## src/design/assert_macros.svh

```systemverilog
// assertion helpers, clocked on clk_i and quiet while rst_ni is low
`ifndef ASSERT_MACROS_SVH
`define ASSERT_MACROS_SVH

// same-cycle implication
`define ASSERT_IMPLIES(lbl, ante, cons) \
  lbl: assert property (@(posedge clk_i) disable iff (!rst_ni) (ante) |-> (cons)) \
    else $error("implication check failed");

// next-cycle implication
`define ASSERT_NEXT(lbl, ante, cons) \
  lbl: assert property (@(posedge clk_i) disable iff (!rst_ni) (ante) |=> (cons)) \
    else $error("next-cycle check failed");

`endif

```

## src/design/dsdec_pkg.sv

```systemverilog
package dsdec_pkg;

  typedef struct packed {
    logic [27:0] program_word;
    logic [15:0] control_word;
    logic [7:0]  slot_address;
  } in_item_t;

  typedef struct packed {
    logic [2:0]  io_control;
    logic [2:0]  iram_bank;
    logic [5:0]  cell_index;
    logic [2:0]  transfer;
    logic [1:0]  eram_command;
    logic [2:0]  slot_kind;
    logic [4:0]  alu_op;
    logic [1:0]  multiply_kind;
    logic [4:0]  multiply_sources;
    logic [4:0]  factor_control;
    logic [3:0]  post_transform;
    logic [11:0] branch;
  } out_item_t;

  // iram banks
  localparam logic [2:0] BANK_MIXER   = 3'd0;
  localparam logic [2:0] BANK_PROC    = 3'd1;
  localparam logic [2:0] BANK_DIRECT1 = 3'd2;
  localparam logic [2:0] BANK_DIRECT2 = 3'd3;
  localparam logic [2:0] BANK_IRAM3   = 3'd4;

  // iram transfers
  localparam logic [2:0] XFER_NONE       = 3'd0;
  localparam logic [2:0] XFER_RD_STATE   = 3'd1;
  localparam logic [2:0] XFER_RD_PARAM   = 3'd2;
  localparam logic [2:0] XFER_WR_ERAM_LT = 3'd3;
  localparam logic [2:0] XFER_WR_ACC     = 3'd4;

  // eram commands
  localparam logic [1:0] ECMD_NONE     = 2'd0;
  localparam logic [1:0] ECMD_READ     = 2'd1;
  localparam logic [1:0] ECMD_WR_LATCH = 2'd2;
  localparam logic [1:0] ECMD_WR_ACC   = 2'd3;

  // slot kinds
  localparam logic [2:0] KIND_NONE     = 3'd0;
  localparam logic [2:0] KIND_PRIMARY  = 3'd1;
  localparam logic [2:0] KIND_BRANCH   = 3'd2;
  localparam logic [2:0] KIND_IDX_READ = 3'd3;
  localparam logic [2:0] KIND_PARALLEL = 3'd4;

  // op field codes with function zero
  localparam logic [5:0] OP_BRANCH   = 6'h10;
  localparam logic [5:0] OP_IDX_READ = 6'h20;
  localparam logic [5:0] OP_PARALLEL = 6'h30;

  // alu numbers used by name
  localparam logic [4:0] ALU_HOLD        = 5'd1;
  localparam logic [4:0] ALU_ACC_MUL_SHR = 5'd16;
  localparam logic [4:0] ALU_MUL_SHR     = 5'd17;
  localparam logic [4:0] ALU_LOGIC_BASE  = 5'd17;
  localparam logic [4:0] ALU_MINMAX_BASE = 5'd21;
  localparam logic [4:0] ALU_IMM_BASE    = 5'd25;

  localparam logic [1:0] MKIND_NONE   = 2'd0;
  localparam logic [1:0] MKIND_COEF   = 2'd1;
  localparam logic [1:0] MKIND_FACTOR = 2'd2;

  // multiplicand codes for the serial nodes
  localparam logic [2:0] MCAND_SER_A = 3'd4;
  localparam logic [2:0] MCAND_SER_B = 3'd5;

  localparam logic [6:0] BOUNDARY_RESET = 7'd64;

  // branch condition from the 4-bit condition field
  function automatic logic [2:0] branch_cond(input logic [3:0] c);
    logic [2:0] r;
    unique case (c)
      4'd0:    r = 3'd2;
      4'd1:    r = 3'd3;
      4'd2:    r = 3'd0;
      4'd3:    r = 3'd1;
      4'd4:    r = 3'd0;
      4'd5:    r = 3'd1;
      4'd6:    r = 3'd4;
      4'd7:    r = 3'd5;
      4'd8:    r = 3'd4;
      4'd9:    r = 3'd5;
      4'd10:   r = 3'd6;
      4'd11:   r = 3'd7;
      4'd12:   r = 3'd0;
      4'd13:   r = 3'd1;
      4'd14:   r = 3'd1;
      default: r = 3'd0;
    endcase
    return r;
  endfunction

  // codes 6 and 7 mean no transform
  function automatic logic [2:0] post_xform(input logic [2:0] t);
    return (t == 3'd6 || t == 3'd7) ? 3'd0 : t;
  endfunction

endpackage

```

## src/design/dsp_slot_instruction_decoder_unit.sv

```systemverilog
// slot instruction decoder for the audio dsp sequencer
//
// input channel: in_valid_i / in_stall_o carry one item per slot, the program
//   word, control word and slot address packed in in_item_i
// output channel: out_valid_o / out_stall_i carry the decoded fields of the
//   slot in out_item_o, one result item for every input item, in order
// config: cfg_wr_en_i loads cfg_wr_data_i into the parameter read boundary,
//   taking effect for items decoded afterwards
// path: an accepted item passes through the input register and then the
//   result register before it shows on out_valid_o and can be taken
// throughput: one item per clock while the output is not stalled
// reset: both stages are emptied and the boundary returns to 64
// stall: a stalled result holds in the output register while the input
//   register still takes one more item; in_stall_o rises only when both
//   registers are full and the output is stalled
module dsp_slot_instruction_decoder_unit (
  input  logic                 clk_i,
  input  logic                 rst_ni,
  input  logic                 in_valid_i,
  output logic                 in_stall_o,
  input  dsdec_pkg::in_item_t  in_item_i,
  output logic                 out_valid_o,
  input  logic                 out_stall_i,
  output dsdec_pkg::out_item_t out_item_o,
  input  logic                 cfg_wr_en_i,
  input  logic [6:0]           cfg_wr_data_i
);
  import dsdec_pkg::*;

  logic      s1_valid_q, s1_valid_d;
  in_item_t  s1_item_q;
  logic      out_valid_q, out_valid_d;
  out_item_t out_item_q;
  out_item_t dec_result;
  logic [6:0] boundary_q, boundary_d;
  logic      out_load;   // result register may take a new item
  logic      s1_load;    // input register may take a new item
  logic      in_accept;
  logic      res_none;   // valid result of a slot with no kind
  logic      res_idle;   // alu holds and multiplier is off

  // result register frees up when empty or when its item is taken
  assign out_load  = !out_valid_q || !out_stall_i;
  assign s1_load   = !s1_valid_q || out_load;
  assign in_accept = in_valid_i && s1_load;
  assign in_stall_o = !s1_load;

  always_comb begin
    s1_valid_d  = s1_load ? in_valid_i : s1_valid_q;
    out_valid_d = out_load ? s1_valid_q : out_valid_q;
    boundary_d  = cfg_wr_en_i ? cfg_wr_data_i : boundary_q;
  end

  dsdec_decode u_decode (
    .item_i     (s1_item_q),
    .boundary_i (boundary_q),
    .result_o   (dec_result)
  );

  // control state
  always_ff @(posedge clk_i or negedge rst_ni) begin
    if (!rst_ni) begin
      s1_valid_q  <= 1'b0;
      out_valid_q <= 1'b0;
      boundary_q  <= BOUNDARY_RESET;
    end else begin
      s1_valid_q  <= s1_valid_d;
      out_valid_q <= out_valid_d;
      boundary_q  <= boundary_d;
    end
  end

  // payload, no reset needed
  always_ff @(posedge clk_i) begin
    if (in_accept) begin
      s1_item_q <= in_item_i;
    end
    if (out_load && s1_valid_q) begin
      out_item_q <= dec_result;
    end
  end

  assign out_valid_o = out_valid_q;
  assign out_item_o  = out_item_q;

  assign res_none = out_valid_o && (out_item_o.slot_kind == KIND_NONE);
  assign res_idle = (out_item_o.alu_op == ALU_HOLD) &&
                    (out_item_o.multiply_kind == MKIND_NONE);

`include "assert_macros.svh"

  // an accepted item always lands in the input register
  `ASSERT_NEXT(a_accept_lands, in_accept, s1_valid_q)
  // backpressure only when both registers hold items
  `ASSERT_IMPLIES(a_stall_full, in_stall_o, s1_valid_q && out_valid_q)
  // a held input-register item keeps its contents
  `ASSERT_NEXT(a_s1_hold, s1_valid_q && !out_load, s1_valid_q && $stable(s1_item_q))
  // slots with no kind leave alu and multiplier idle
  `ASSERT_IMPLIES(a_none_idle, res_none, res_idle)

endmodule

```

## src/design/dsdec_decode.sv

```systemverilog
module dsdec_decode (
  input  dsdec_pkg::in_item_t  item_i,
  input  logic [6:0]           boundary_i,
  output dsdec_pkg::out_item_t result_o
);
  import dsdec_pkg::*;

  logic [27:0] word;
  logic [15:0] ctl;
  logic [7:0]  addr;
  logic [5:0]  op;
  logic [3:0]  fn;
  logic [1:0]  mode;
  logic [5:0]  bcond;
  logic [8:0]  target;
  logic [2:0]  mcand;
  logic [1:0]  fback;

  always_comb begin
    word  = item_i.program_word;
    ctl   = item_i.control_word;
    addr  = word[13:6];
    op    = word[5:0];
    fn    = word[3:0];
    mode  = word[5:4];
    bcond = ctl[13:8];
    mcand = 3'd0;
    fback = 2'd0;

    result_o = '0;
    result_o.io_control = word[27:25];
    result_o.alu_op     = ALU_HOLD;

    // bank and cell from the memory address
    if (!addr[7]) begin
      result_o.iram_bank  = addr[6] ? BANK_PROC : BANK_MIXER;
      result_o.cell_index = addr[5:0];
    end else if (!addr[6]) begin
      result_o.iram_bank  = addr[5] ? BANK_DIRECT2 : BANK_DIRECT1;
      result_o.cell_index = {1'b1, addr[4:0]};
    end else begin
      result_o.iram_bank  = BANK_IRAM3;
      result_o.cell_index = addr[5:0];
    end

    priority if (word[24]) begin
      result_o.eram_command = word[23] ? ECMD_WR_ACC : ECMD_WR_LATCH;
    end else if (word[23]) begin
      result_o.eram_command = ECMD_READ;
    end else begin
      result_o.eram_command = ECMD_NONE;
    end

    unique case (word[15:14])
      2'd1: begin
        result_o.transfer = (result_o.iram_bank == BANK_IRAM3 &&
                             {1'b0, result_o.cell_index} >= boundary_i)
                            ? XFER_RD_PARAM : XFER_RD_STATE;
      end
      2'd2:    result_o.transfer = XFER_WR_ERAM_LT;
      2'd3:    result_o.transfer = XFER_WR_ACC;
      default: result_o.transfer = XFER_NONE;
    endcase

    // relative target fits in 9 bits
    target = bcond[1] ? (9'({1'b0, item_i.slot_address}) + 9'd1 + 9'({1'b0, ctl[7:0]}))
                      : {1'b0, ctl[7:0]};

    if (fn != 4'd0) begin
      result_o.slot_kind = KIND_PRIMARY;
      unique case (fn)
        4'd12: result_o.alu_op = (mode == 2'd2) ? ALU_ACC_MUL_SHR :
                                 (mode == 2'd3) ? ALU_MUL_SHR : ALU_HOLD;
        4'd13: result_o.alu_op = (mode == 2'd0) ? ALU_HOLD
                                                : ALU_LOGIC_BASE + 5'(mode);
        4'd14: result_o.alu_op = ALU_MINMAX_BASE + 5'(mode);
        4'd15: result_o.alu_op = ALU_IMM_BASE + 5'(mode);
        4'd1:  result_o.alu_op = ALU_HOLD;
        default: result_o.alu_op = {1'b0, fn};
      endcase
      if (fn <= 4'd12) begin
        result_o.multiply_kind = MKIND_COEF;
        fback = mode;
        if (fn == 4'd12) begin
          mcand = (mode == 2'd0) ? MCAND_SER_A : (mode == 2'd1) ? MCAND_SER_B : 3'd0;
        end else begin
          mcand = {1'b0, mode};
        end
      end
    end else if (op == OP_BRANCH) begin
      result_o.slot_kind = KIND_BRANCH;
      result_o.branch    = {branch_cond(bcond[5:2]), target};
    end else if (op == OP_IDX_READ) begin
      result_o.slot_kind = KIND_IDX_READ;
    end else if (op == OP_PARALLEL) begin
      result_o.slot_kind      = KIND_PARALLEL;
      result_o.alu_op         = {1'b0, ctl[3:0]};
      result_o.post_transform = {ctl[10], post_xform(ctl[13:11])};
      if (ctl[9]) begin
        result_o.multiply_kind  = MKIND_FACTOR;
        mcand                   = {1'b0, ctl[5:4]};
        fback                   = ctl[5:4];
        result_o.factor_control = {ctl[15:14], ctl[8], ctl[7:6]};
      end
    end

    result_o.multiply_sources = {mcand, fback};
  end

endmodule

```

## config.mk

```make
export PLATFORM = sky130hd
export DESIGN_NAME = dsp_slot_instruction_decoder_unit
export DESIGN_NICKNAME = d
export VERILOG_FILES = /design/src/design/dsdec_pkg.sv /design/src/design/dsp_slot_instruction_decoder_unit.sv /design/src/design/dsdec_decode.sv
export VERILOG_INCLUDE_DIRS = /design/src /design/src/design
export SDC_FILE = /design/constraint.sdc
export NUM_CORES = 1
export LEC_CHECK = 0
export BUFFER_PORTS_ARGS = -buffer_cell sky130_fd_sc_hd__buf_2
export CORE_MARGIN = 10
export CORE_UTILIZATION = 50
export DETAILED_ROUTE_END_ITERATION = 16
export HOLD_SLACK_MARGIN = 0.02
export PLACE_DENSITY = 0.81
export SYNTH_ARGS = -nofsm -noshare
export SYNTH_HDL_FRONTEND = slang
export SYNTH_HIERARCHICAL = 1
export SYNTH_SLANG_ARGS = --single-unit
```

## constraint.sdc

```tcl
create_clock -name clk_i -period 11.7 [get_ports clk_i]
set_input_delay 2.925 -clock clk_i [delete_from_list [all_inputs] [get_ports clk_i]]
set_output_delay 2.925 -clock clk_i [all_outputs]
set_load 0.02 [all_outputs]
```

==> results.txt <==
Run status: finished, final reports clean
DPL Wire Length: 6830 um
Commonest non-fill, non-tap cells in the layout: 111 x buf_2, 98 x edfxtp_1, 20 x inv_1, 20 x ha_1, 17 x nor2_1
Syn Nets: 388
Initial core utilization: 0.516
Vias per inst: 5.25
Critical-path cell list: buf_2 -> nand3_1 -> inv_1 -> buf_2
CTS root buf: clkbuf_8
Worst-path clk slew: 0.11 ns
Core ar.: 8810 sq um
Number of synthesis warnings: 6
Crit-path slowest cell: buf_2
Slew Limit Fails: 0
Mapped Area: 4550 sq um
CTS Buf Count: 9
Most used cell, CP: buf_2
GRT Total Usage: 0.136
Critical Path RT: 8.78 ns
Worst-Margin Slew: 1.10 ns
Layout cells sized above 1: 0.347
Final hold viol count: 0
CTS Hold Bufs: 0
Gpl congestion: 0.807
Arrival time at the worst endpoint: 3.39 ns
Final TNS setup: 0 ns
H-Tree Level Count: 3
Clock buffer depth: 2
Syn Inst Count: 303
PD cells: 144 nW/um^2
Unrepaired setup endpoints after global routing: no
Area grow syn2layout: 16.8%
Post-DRT Antenna Nets: 0
Worst Hold Class: register to register
Crit path largest cell delay: 0.16 ns
Skew-Pair Late Insertion Delay: 0.37 ns
Vias: 2729
FP Rows: 34
Minimum clock period: 6.32 ns
Die Span Y: 115 um
Drt initial violations: 196
VDD IR max: 0.0773 mV
Final setup fails: 0
Highest Clock Rate: 158 MHz
CTS sink cnt: 107
Post-CTS Resized: 0
Mapped Avg Cell Area: 15.0 sq um
Post-CTS Setup Bufs: 0
Endpoint type of the worst setup path: output port
Fin nets: 492
Pin count of the biggest net entering global routing: 54
Top delay family on crit path: buffers and inverters
Lkg Pwr: 2.25 nW
CP bufs+invs: 3
Tot Pwr: 0.766 mW
Critical-path maximum fanout: 3
Routed WL: 9220 um
Gr ovfl total: 0
Port bufs: 111
IO Pins: 119
Max Cap Viol: 0
Avg WL per Cell: 17.7 um
CTS tree: done
Worst Skew: 0.0122 ns
Die ar.: 13300 sq um
DRC: 0
Fillers: 696
Die Wd: 115 um
Crit path launch type: primary input
Initial antenna violation count: 0
WS Path Type: primary input to output port
Vias in the first global route: 2739
First-pass GRT wire length: 13900 um
Worst relative slew slack: 0.270
Ant diodes: 0
Final Cycle Share: 0.540
Drt pass-1 iters: 4
Most common cell after layout, fill and taps aside: buf_2
==> metrics by stage <==
step / cells / setup slack (ns) / hold slack, ns / cell area, sq um / util
finish: 520 / 5.38 / 0.432 / 5310 / 0.603
global route: 520 / 5.32 / 0.451 / 5310 / 0.603
CTS: 520 / 5.38 / 0.437 / 5310 / 0.603
detailed placement: 504 / 5.38 / 0.410 / 5130 / 0.582
global placement: 504 / 5.41 / 0.401 / 5130 / 0.582
floorplan: 303 / 4.38 / 0.442 / 4550 / -
==> worst reg2reg max path: cells and delay by family, from the launching register on <==
kind | cells | cell delay [ns]
flops | 1 | 0.52
simple gates | 3 | 0.58
fa+ha+maj | 1 | 0.26
compound gates | 1 | 0.36
buf+inv | 2 | 0.45
==> cell type report <==
class | instances | area [sq um] | area share
Sequential cell | 107 | 3170 | 0.597
Multi-Input combinational cell | 157 | 1190 | 0.223
Clock inverter | 6 | 51.3 | 0.00967
Timing Repair Buffer | 112 | 563 | 0.106
Tap cell | 108 | 135 | 0.0255
Clock buffer | 10 | 128 | 0.0240
Inverter | 20 | 75.1 | 0.0141
==> registers in the layout (all words and copies together) (netlist names) <==
| signal | count |
|---|---|
| s1_item_q | 45 |
| s1_valid_q | 1 |
| out_valid_o | 1 |
| boundary_q | 7 |
| out_item_o | 53 |
==> where the power goes <==
group | internal, mW | total, mW | switching, mW | leakage (nW)
Sequential | 0.449 | 0.464 | 0.0144 | 1.06
Combinational | 0.0376 | 0.0963 | 0.0587 | 1.10
Clock | 0.0802 | 0.206 | 0.126 | 0.0875
Total | 0.567 | 0.766 | 0.199 | 2.25
==> worst paths after layout <==
check / start / cells past startpoint / slack, ns / endpoint
min in group asynchronous: rst_ni / 1 / 2.39 / boundary_q[4]$_DFFE_PN0P_
worst max-delay path: out_stall_i / 4 / 5.38 / in_stall_o
worst min register to register: s1_item_q[49]$_DFFE_PP_ / 0 / 0.43 / out_item_o[50]$_DFFE_PP_
max in group asynchronous: rst_ni / 1 / 9.07 / boundary_q[6]$_DFFE_PN1P_
worst min-delay path: s1_item_q[49]$_DFFE_PP_ / 0 / 0.43 / out_item_o[50]$_DFFE_PP_
worst max register to register: s1_item_q[28]$_DFFE_PP_ / 7 / 9.30 / out_item_o[23]$_DFFE_PP_
==> routing by layer <==
layer  wire length (um)  up-vias  GRT usage  share of wire
li1                   -     1322          -              -
met3                659       10     0.0479          0.071
met1               3710     1289      0.151           0.40
met5                  0        -          0              0
met2               4730      108      0.234           0.51
met4                125        0     0.0583          0.014
Note: power is estimated with default switching activity, not from simulation.
